## config.mk

```make
export PLATFORM = sky130hd
export DESIGN_NAME = iscr_ctrl
export DESIGN_NICKNAME = d
export VERILOG_FILES = /design/src/rtl/core/iscr_pkg.sv /design/src/rtl/core/iscr_ctrl.sv
export SDC_FILE = /design/constraint.sdc
export NUM_CORES = 1
export LEC_CHECK = 0
export ABC_CLOCK_PERIOD_IN_PS = 2600
export BUFFER_PORTS_ARGS = -buffer_cell sky130_fd_sc_hd__buf_2
export CAP_MARGIN = 0
export CORE_MARGIN = 2
export CORE_UTILIZATION = 45
export CTS_CLUSTER_SIZE = 10
export DETAILED_ROUTE_END_ITERATION = 16
export PLACE_DENSITY = 0.69
export RECOVER_POWER = 100
export SYNTH_ARGS = -nofsm -noshare
export SYNTH_HDL_FRONTEND = slang
export SYNTH_SLANG_ARGS = --single-unit
```

## constraint.sdc

```tcl
create_clock -name clk -period 2.6 [get_ports clk]
set_input_delay 0.52 -clock clk [delete_from_list [all_inputs] [get_ports clk]]
set_output_delay 0.52 -clock clk [all_outputs]
set_load 0.02 [all_outputs]
```

## src/rtl/core/iscr_pkg.sv

```systemverilog
// ----------------------------------------------------------------------------
// iscr_pkg: shared types and constants for the interval/stride resolver
// Word widths, constraint and status codes, transaction payloads, and the
// command/status structs between the controller and the datapath.
// ----------------------------------------------------------------------------
package iscr_pkg;

    localparam int WORD_BITS      = 64;
    localparam int MOD_LIMIT_BITS = 36;
    localparam int ID_BITS        = 16;
    localparam int CONF_BITS      = 3;
    localparam int QTY_BITS       = 6;
    localparam int OPC_BITS       = 3;
    localparam int STAT_BITS      = 2;
    localparam int CFG_DATA_BITS  = 6;
    localparam int CFG_IDX_BITS   = 1;
    localparam int CNT_BITS       = $clog2(WORD_BITS + 1);

    typedef logic [WORD_BITS-1:0] word_t;

    localparam word_t WORD_MAX  = '1;
    localparam word_t MOD_LIMIT = (word_t'(1) << MOD_LIMIT_BITS) - word_t'(1);

    // constraint codes
    localparam logic [OPC_BITS-1:0] COP_LOWER   = 3'd0;
    localparam logic [OPC_BITS-1:0] COP_UPPER   = 3'd1;
    localparam logic [OPC_BITS-1:0] COP_EQUAL   = 3'd2;
    localparam logic [OPC_BITS-1:0] COP_EXCLUDE = 3'd3;
    localparam logic [OPC_BITS-1:0] COP_STRIDE  = 3'd4;

    // result status codes
    localparam logic [STAT_BITS-1:0] STS_SKIP     = 2'd0;
    localparam logic [STAT_BITS-1:0] STS_ACCEPT   = 2'd1;
    localparam logic [STAT_BITS-1:0] STS_CONFLICT = 2'd2;

    // configuration register indexes
    localparam logic [CFG_IDX_BITS-1:0] REG_TARGET = 1'd0;
    localparam logic [CFG_IDX_BITS-1:0] REG_FLOOR  = 1'd1;

    typedef struct packed {
        logic                 start_new;
        logic [QTY_BITS-1:0]  quantity;
        logic [OPC_BITS-1:0]  constraint_op;
        word_t                value;
        word_t                value2;
        logic [ID_BITS-1:0]   constraint_id;
        logic [CONF_BITS-1:0] confidence;
    } req_t;

    typedef struct packed {
        logic [STAT_BITS-1:0] status;
        word_t                lower_out;
        word_t                upper_out;
        word_t                modulus_out;
        word_t                residue_out;
        logic [ID_BITS-1:0]   lower_binder;
        logic [ID_BITS-1:0]   upper_binder;
        logic [ID_BITS-1:0]   modulus_binder;
        logic [CONF_BITS-1:0] lower_trust;
        logic [CONF_BITS-1:0] upper_trust;
    } rsp_t;

    // divider operand pairs
    typedef enum logic [3:0] {
        DV_V_V2, DV_GCD, DV_R1_G, DV_R2_G, DV_M1_G, DV_M2_G, DV_DIFF_G,
        DV_Q_N, DV_M1_N, DV_A_N, DV_EU, DV_OLDS_N, DV_LO_MOD
    } div_sel_t;

    // multiplier operand pairs
    typedef enum logic [1:0] {
        MU_A_M2, MU_QS, MU_M1_T
    } mul_sel_t;

    // datapath register transfers
    typedef enum logic [4:0] {
        DP_NONE, DP_SKIP, DP_TRIAL, DP_TK_FIRST, DP_TK_R2, DP_TK_GCD,
        DP_TK_RG1, DP_TK_A, DP_TK_AM2, DP_TK_N, DP_TK_Q1, DP_TK_D, DP_TK_Z,
        DP_TK_INVARG, DP_TK_EUQ, DP_TK_EUS, DP_FIX, DP_TK_INV, DP_MM_STEP,
        DP_TK_RR, DP_COMMIT, DP_TK_EMPTY, DP_CONFLICT, DP_OUT
    } dp_op_t;

    typedef struct packed {
        logic     load;
        logic     div_start;
        div_sel_t div_sel;
        logic     mul_start;
        mul_sel_t mul_sel;
        dp_op_t   op;
    } cmd_t;

    typedef struct packed {
        logic scope_ok;
        logic stride_ok;
        logic mod_zero;
        logic tmod_zero;
        logic div_done;
        logic mul_done;
        logic rem_zero;
        logic rem_mismatch;
        logic mul_ovf;
        logic tmp_zero;
        logic mmb_zero;
    } stat_t;

endpackage

```

## src/rtl/core/iscr_ctrl.sv

```systemverilog
// ----------------------------------------------------------------------------
// iscr_ctrl: resolver controller
// Sequences the trial, the stride fold (gcd, class check, extended Euclid,
// modular product) and the emptiness test, and owns both handshakes.
// ----------------------------------------------------------------------------
module iscr_ctrl
(
    input  logic            clk,
    input  logic            rst_n,
    input  logic            in_valid,
    output logic            in_ready,
    output logic            out_valid,
    input  logic            out_ready,
    output iscr_pkg::cmd_t  cmd,
    input  iscr_pkg::stat_t stat
);
    import iscr_pkg::*;

    typedef enum logic [4:0] {
        S_IDLE, S_SCOPE, S_FIRST, S_R2, S_GCD, S_RG1, S_RG2, S_A, S_AM2, S_N,
        S_Q1, S_D, S_Z, S_INVARG, S_EUQ, S_EUS, S_FIX, S_INV, S_MM, S_RR,
        S_CHECK, S_EMPTY, S_CONFLICT, S_FINISH
    } state_t;

    state_t state_reg, state_next;
    logic   started_reg, started_next;
    logic   out_valid_reg, out_valid_next;

    // next state and command decode
    always_comb
    begin
        state_next   = state_reg;
        started_next = started_reg;
        cmd          = '0;

        unique case (state_reg)
            S_IDLE:
            begin
                if (in_valid)
                begin
                    cmd.load   = 1'b1;
                    state_next = S_SCOPE;
                end
            end
            S_SCOPE:
            begin
                if (!stat.scope_ok)
                begin
                    cmd.op     = DP_SKIP;
                    state_next = S_FINISH;
                end
                else
                begin
                    cmd.op = DP_TRIAL;
                    if (!stat.stride_ok)
                        state_next = S_CHECK;
                    else if (stat.mod_zero)
                        state_next = S_FIRST;
                    else
                        state_next = S_R2;
                end
            end
            S_FIRST, S_R2, S_GCD, S_RG1, S_RG2, S_A, S_N, S_Q1, S_D, S_Z,
            S_INVARG, S_EUQ, S_INV, S_EMPTY:
            begin
                // divider steps: launch, then take the result
                if (!started_reg)
                begin
                    started_next  = 1'b1;
                    cmd.div_start = 1'b1;
                    case (state_reg)
                        S_FIRST, S_R2: cmd.div_sel = DV_V_V2;
                        S_GCD:         cmd.div_sel = DV_GCD;
                        S_RG1:         cmd.div_sel = DV_R1_G;
                        S_RG2:         cmd.div_sel = DV_R2_G;
                        S_A:           cmd.div_sel = DV_M1_G;
                        S_N:           cmd.div_sel = DV_M2_G;
                        S_Q1:          cmd.div_sel = DV_DIFF_G;
                        S_D:           cmd.div_sel = DV_Q_N;
                        S_Z:           cmd.div_sel = DV_M1_N;
                        S_INVARG:      cmd.div_sel = DV_A_N;
                        S_EUQ:         cmd.div_sel = DV_EU;
                        S_INV:         cmd.div_sel = DV_OLDS_N;
                        default:       cmd.div_sel = DV_LO_MOD;
                    endcase
                end
                else if (stat.div_done)
                begin
                    started_next = 1'b0;
                    case (state_reg)
                        S_FIRST:  begin cmd.op = DP_TK_FIRST;  state_next = S_CHECK;  end
                        S_R2:     begin cmd.op = DP_TK_R2;     state_next = S_GCD;    end
                        S_GCD:
                        begin
                            cmd.op = DP_TK_GCD;
                            if (stat.rem_zero)
                                state_next = S_RG1;
                        end
                        S_RG1:    begin cmd.op = DP_TK_RG1;    state_next = S_RG2;    end
                        S_RG2:    state_next = stat.rem_mismatch ? S_CONFLICT : S_A;
                        S_A:      begin cmd.op = DP_TK_A;      state_next = S_AM2;    end
                        S_N:      begin cmd.op = DP_TK_N;      state_next = S_Q1;     end
                        S_Q1:     begin cmd.op = DP_TK_Q1;     state_next = S_D;      end
                        S_D:      begin cmd.op = DP_TK_D;      state_next = S_Z;      end
                        S_Z:      begin cmd.op = DP_TK_Z;      state_next = S_INVARG; end
                        S_INVARG: begin cmd.op = DP_TK_INVARG; state_next = S_EUQ;    end
                        S_EUQ:    begin cmd.op = DP_TK_EUQ;    state_next = S_EUS;    end
                        S_INV:    begin cmd.op = DP_TK_INV;    state_next = S_MM;     end
                        default:  begin cmd.op = DP_TK_EMPTY;  state_next = S_FINISH; end
                    endcase
                end
            end
            S_AM2, S_EUS, S_RR:
            begin
                // multiplier steps
                if (!started_reg)
                begin
                    started_next  = 1'b1;
                    cmd.mul_start = 1'b1;
                    case (state_reg)
                        S_AM2:   cmd.mul_sel = MU_A_M2;
                        S_EUS:   cmd.mul_sel = MU_QS;
                        default: cmd.mul_sel = MU_M1_T;
                    endcase
                end
                else if (stat.mul_done)
                begin
                    started_next = 1'b0;
                    case (state_reg)
                        S_AM2:
                        begin
                            cmd.op     = DP_TK_AM2;
                            state_next = stat.mul_ovf ? S_CONFLICT : S_N;
                        end
                        S_EUS:
                        begin
                            cmd.op     = DP_TK_EUS;
                            state_next = stat.tmp_zero ? S_FIX : S_EUQ;
                        end
                        default:
                        begin
                            cmd.op     = DP_TK_RR;
                            state_next = S_CHECK;
                        end
                    endcase
                end
            end
            S_FIX:
            begin
                cmd.op     = DP_FIX;
                state_next = S_INV;
            end
            S_MM:
            begin
                if (stat.mmb_zero)
                    state_next = S_RR;
                else
                    cmd.op = DP_MM_STEP;
            end
            S_CHECK:
            begin
                if (stat.tmod_zero)
                begin
                    cmd.op     = DP_COMMIT;
                    state_next = S_FINISH;
                end
                else
                begin
                    state_next = S_EMPTY;
                end
            end
            S_CONFLICT:
            begin
                cmd.op     = DP_CONFLICT;
                state_next = S_FINISH;
            end
            S_FINISH:
            begin
                if (!out_valid_reg || out_ready)
                begin
                    cmd.op     = DP_OUT;
                    state_next = S_IDLE;
                end
            end
            default:
            begin
                state_next = S_IDLE;
            end
        endcase
    end

    // result valid
    always_comb
    begin
        if (cmd.op == DP_OUT)
            out_valid_next = 1'b1;
        else if (out_ready)
            out_valid_next = 1'b0;
        else
            out_valid_next = out_valid_reg;
    end

    always_ff @(posedge clk or negedge rst_n)
    begin
        if (!rst_n)
        begin
            state_reg     <= S_IDLE;
            started_reg   <= 1'b0;
            out_valid_reg <= 1'b0;
        end
        else
        begin
            state_reg     <= state_next;
            started_reg   <= started_next;
            out_valid_reg <= out_valid_next;
        end
    end

    assign in_ready  = state_reg == S_IDLE;
    assign out_valid = out_valid_reg;

endmodule
```

==> out/metrics.yaml <==
floorplanning:
  die_width_um: 56.8
  start_util: 0.464
  core_sq_um: 2710
  dieHeight_um: 56.8
  ios: 31
  die_area_sq_um: 3230
  rows: 19
route:
  drt-vias-per-instance: 6.27
  drt-initial-drc-count: 92
  antenna_left: 0
  wl_per_cell_um: 17.6
  drt-pass1-iter-count: 5
  drc: 0
  vias: 1725
  wirelength_um: 4830
place:
  port_buffers: 30
  placed_area_sq_um: 1560
  hpwlAfterDp_um: 3210
  place_congestion: 0.923
power_and_ir_drop:
  p_leak_nw: 0.898
  cellPowerDensity_nw_per_um2: 1380
  peakVddDrop_v: 0.00107
  power_mw: 2.69
clocking:
  h-tree-depth: 1
  cts_hold_buf: 0
  cts_root_buf: "clkbuf_4"
  clock_path_buffers: 2
  cts_made_buffers: 3
  cts_tree: "yes"
  cts.sinks: 7
  clkTransAtPathRegs_ns: 0.06
  clock_latency_ns: 0.26
final_layout:
  fill_cells: 208
  syn2layout_area_growth_pct: 55.0
  finish.instance_area_sq_um: 1950
  mostFrequentLayoutCells: "34 x buf_4, 20 x nor2_1, 19 x nand2_1"
  largest_reg_flops: 5
  fin_nets: 264
  regArea_sq_um: 179
  insertedDiodeCount: 0
  mostFrequentLayoutCell: "buf_4"
  drive_gt1_frac: 0.439
  multi_input_area_sq_um: 1120
logic_synthesis:
  synth_enable_flop_cells: 0
  synth_nets: 204
  yosysUniqueCellTypes: 52
  ys_ff_latch: 7
  synthFlopType: "dfrtp_1"
  postSynthCellCount: 185
  syn_area_per_cell_sq_um: 6.79
  ys_seq_area_frac: 0.139
  async_flop_share: 1.00
  netlist_area_sq_um: 1260
  ys_warn_count: 0
global_route:
  grt_pass1_wl_um: 7220
  grt_overflow: 0
  grt_max_degree: 18
  antenna_found_initial: 0
  grt_pass1_vias: 1562
  grt.total_usage: 0.279
timing:
  setup_viol: 6
  slew_headroom: 0.647
  fin_ws_ns: -0.133
  hold_ws_ns: 0.149
  tightestPinTransition_ns: 0.530
  fin_skew_ns: 0.00877
  fin_crit_ns: 2.73
  finalHoldViolations: 0
  rsz0062_at_grt: "yes"
  slew_viol_final: 0
  fin_crit_sh: 1.05
  fmax_mhz: 366
setup_path:
  critical_path.startpoint_type: "flip-flop"
  critPathKind: "flip-flop to output port"
  r2r_start: "state_reg[0]"
  critPathMaxStageDelay_ns: 0.41
  cp_top_family: "compound AO/OA/AOI/OAI gates"
  critical_path_buf_inv_count: 3
  required_ns: 2.08
  r2r-end: "state_reg[2]"
  crit_top_cell: "buf_6"
  rr_worst_depth: 13
  worstPathCellList: "inv_2 > buf_6 > ha_4 > nor3_4 > a221o_2 > o21ai_2 > o41ai_1 > a2111o_1 > buf_6"
  slowest_stage: "a221o_2"
  r2r_slack_ns: 0.14
  crit_path_end_kind: "output port"
  cp_max_fo: 4
  critical_path_arrival_ns: 2.21
hold_path:
  hold_class: "primary input to async pin"
status:
  violations: "setup timing"
  outcome: "complete, but fails checks"
job:
  cap_violations: 0
[cells by family after synthesis]
group	count (synthesis)	share of synthesized area
adder cells (fa/ha/maj)	4	0.0398
multiplexers	2	0.0159
AO/OA/AOI/OAI	67	0.394
flip-flops	7	0.139
buffers and inverters	25	0.0926
AND/OR/NAND/NOR	80	0.318
[metal layers]
layer | track usage | up-vias | wire [um]
li1 | - | 791 | -
met1 | 0.345 | 790 | 1830
met2 | 0.490 | 121 | 2390
met3 | 0.0415 | 23 | 425
met4 | 0.0963 | 0 | 187
met5 | 0 | - | 0
[synthesized netlist by cell type, drive strengths merged, types with 3 or more instances]
library cell / number / area [sq um]
nor2b: 9 / 58.8
clkbuf: 8 / 30.0
a22o: 5 / 43.8
nand2b: 8 / 50.1
buf: 7 / 48.8
nor2: 24 / 90.1
nor3: 6 / 41.3
dfrtp: 7 / 175
inv: 10 / 37.5
o21ai: 14 / 70.1
ha: 4 / 50.1
nand2: 19 / 71.3
a21oi: 17 / 88.8
nand3: 4 / 20.0
o22a: 3 / 26.3
a211o: 3 / 26.3
[where the power goes]
group          internal [mW]  total, mW  switching, mW
registers              0.154      0.246         0.0922
clock network         0.0587      0.100         0.0418
logic                   1.13       2.34           1.21
[layout make-up]
type / count / area share
clock buffer: 4 / 0.0135
timing repair buffer: 70 / 0.278
sequential: 7 / 0.0919
inverter: 10 / 0.0206
multi-input combinational: 153 / 0.576
tap: 31 / 0.0199
[worst reg2reg max path, stage by stage, from the launching register on]
cell and delay, ns:
dfrtp_1 0.38, inv_2 0.08, buf_6 0.12, ha_4 0.16
buf_4 0.14, buf_12 0.13, buf_4 0.13, buf_4 0.13
nand2_1 0.09, nor2_1 0.05, a21oi_1 0.24, o221ai_4 0.19
a31oi_1 0.36, a22o_1 0.20
[through the flow]
step           worst slack [ns]  instances  setup TNS (ns)  utilization
3_5_place_dp             0.0194        256               0        0.574
3_3_place_gp             0.0711        256               0        0.574
6_report                 -0.133        275          -0.487        0.718
4_1_cts                 -0.0875        267          -0.246        0.663
2_1_floorplan            0.0728        185               0            -
5_1_grt                  -0.195        275           -1.01        0.718
[timing repair]
action | in CTS | in global routing
buffers inserted | 7 | 8
pin swaps | 10 | 13
setup endpoints to repair | 10 | 11
resized for setup | 41 | 27
[worst max-delay path by stage]
stage | startpoint | end | slack, ns | cells after the start
global route | state_reg[0] | cmd[0] | -0.19 | 9
detailed placement | state_reg[0] | cmd[0] | 0.02 | 8
floorplan | state_reg[0] | cmd[9] | 0.07 | 8
CTS | state_reg[1] | cmd[0] | -0.09 | 8
global placement | state_reg[0] | cmd[0] | 0.07 | 8
finish | state_reg[0] | cmd[0] | -0.13 | 9
(Power assumes the default switching activity.)
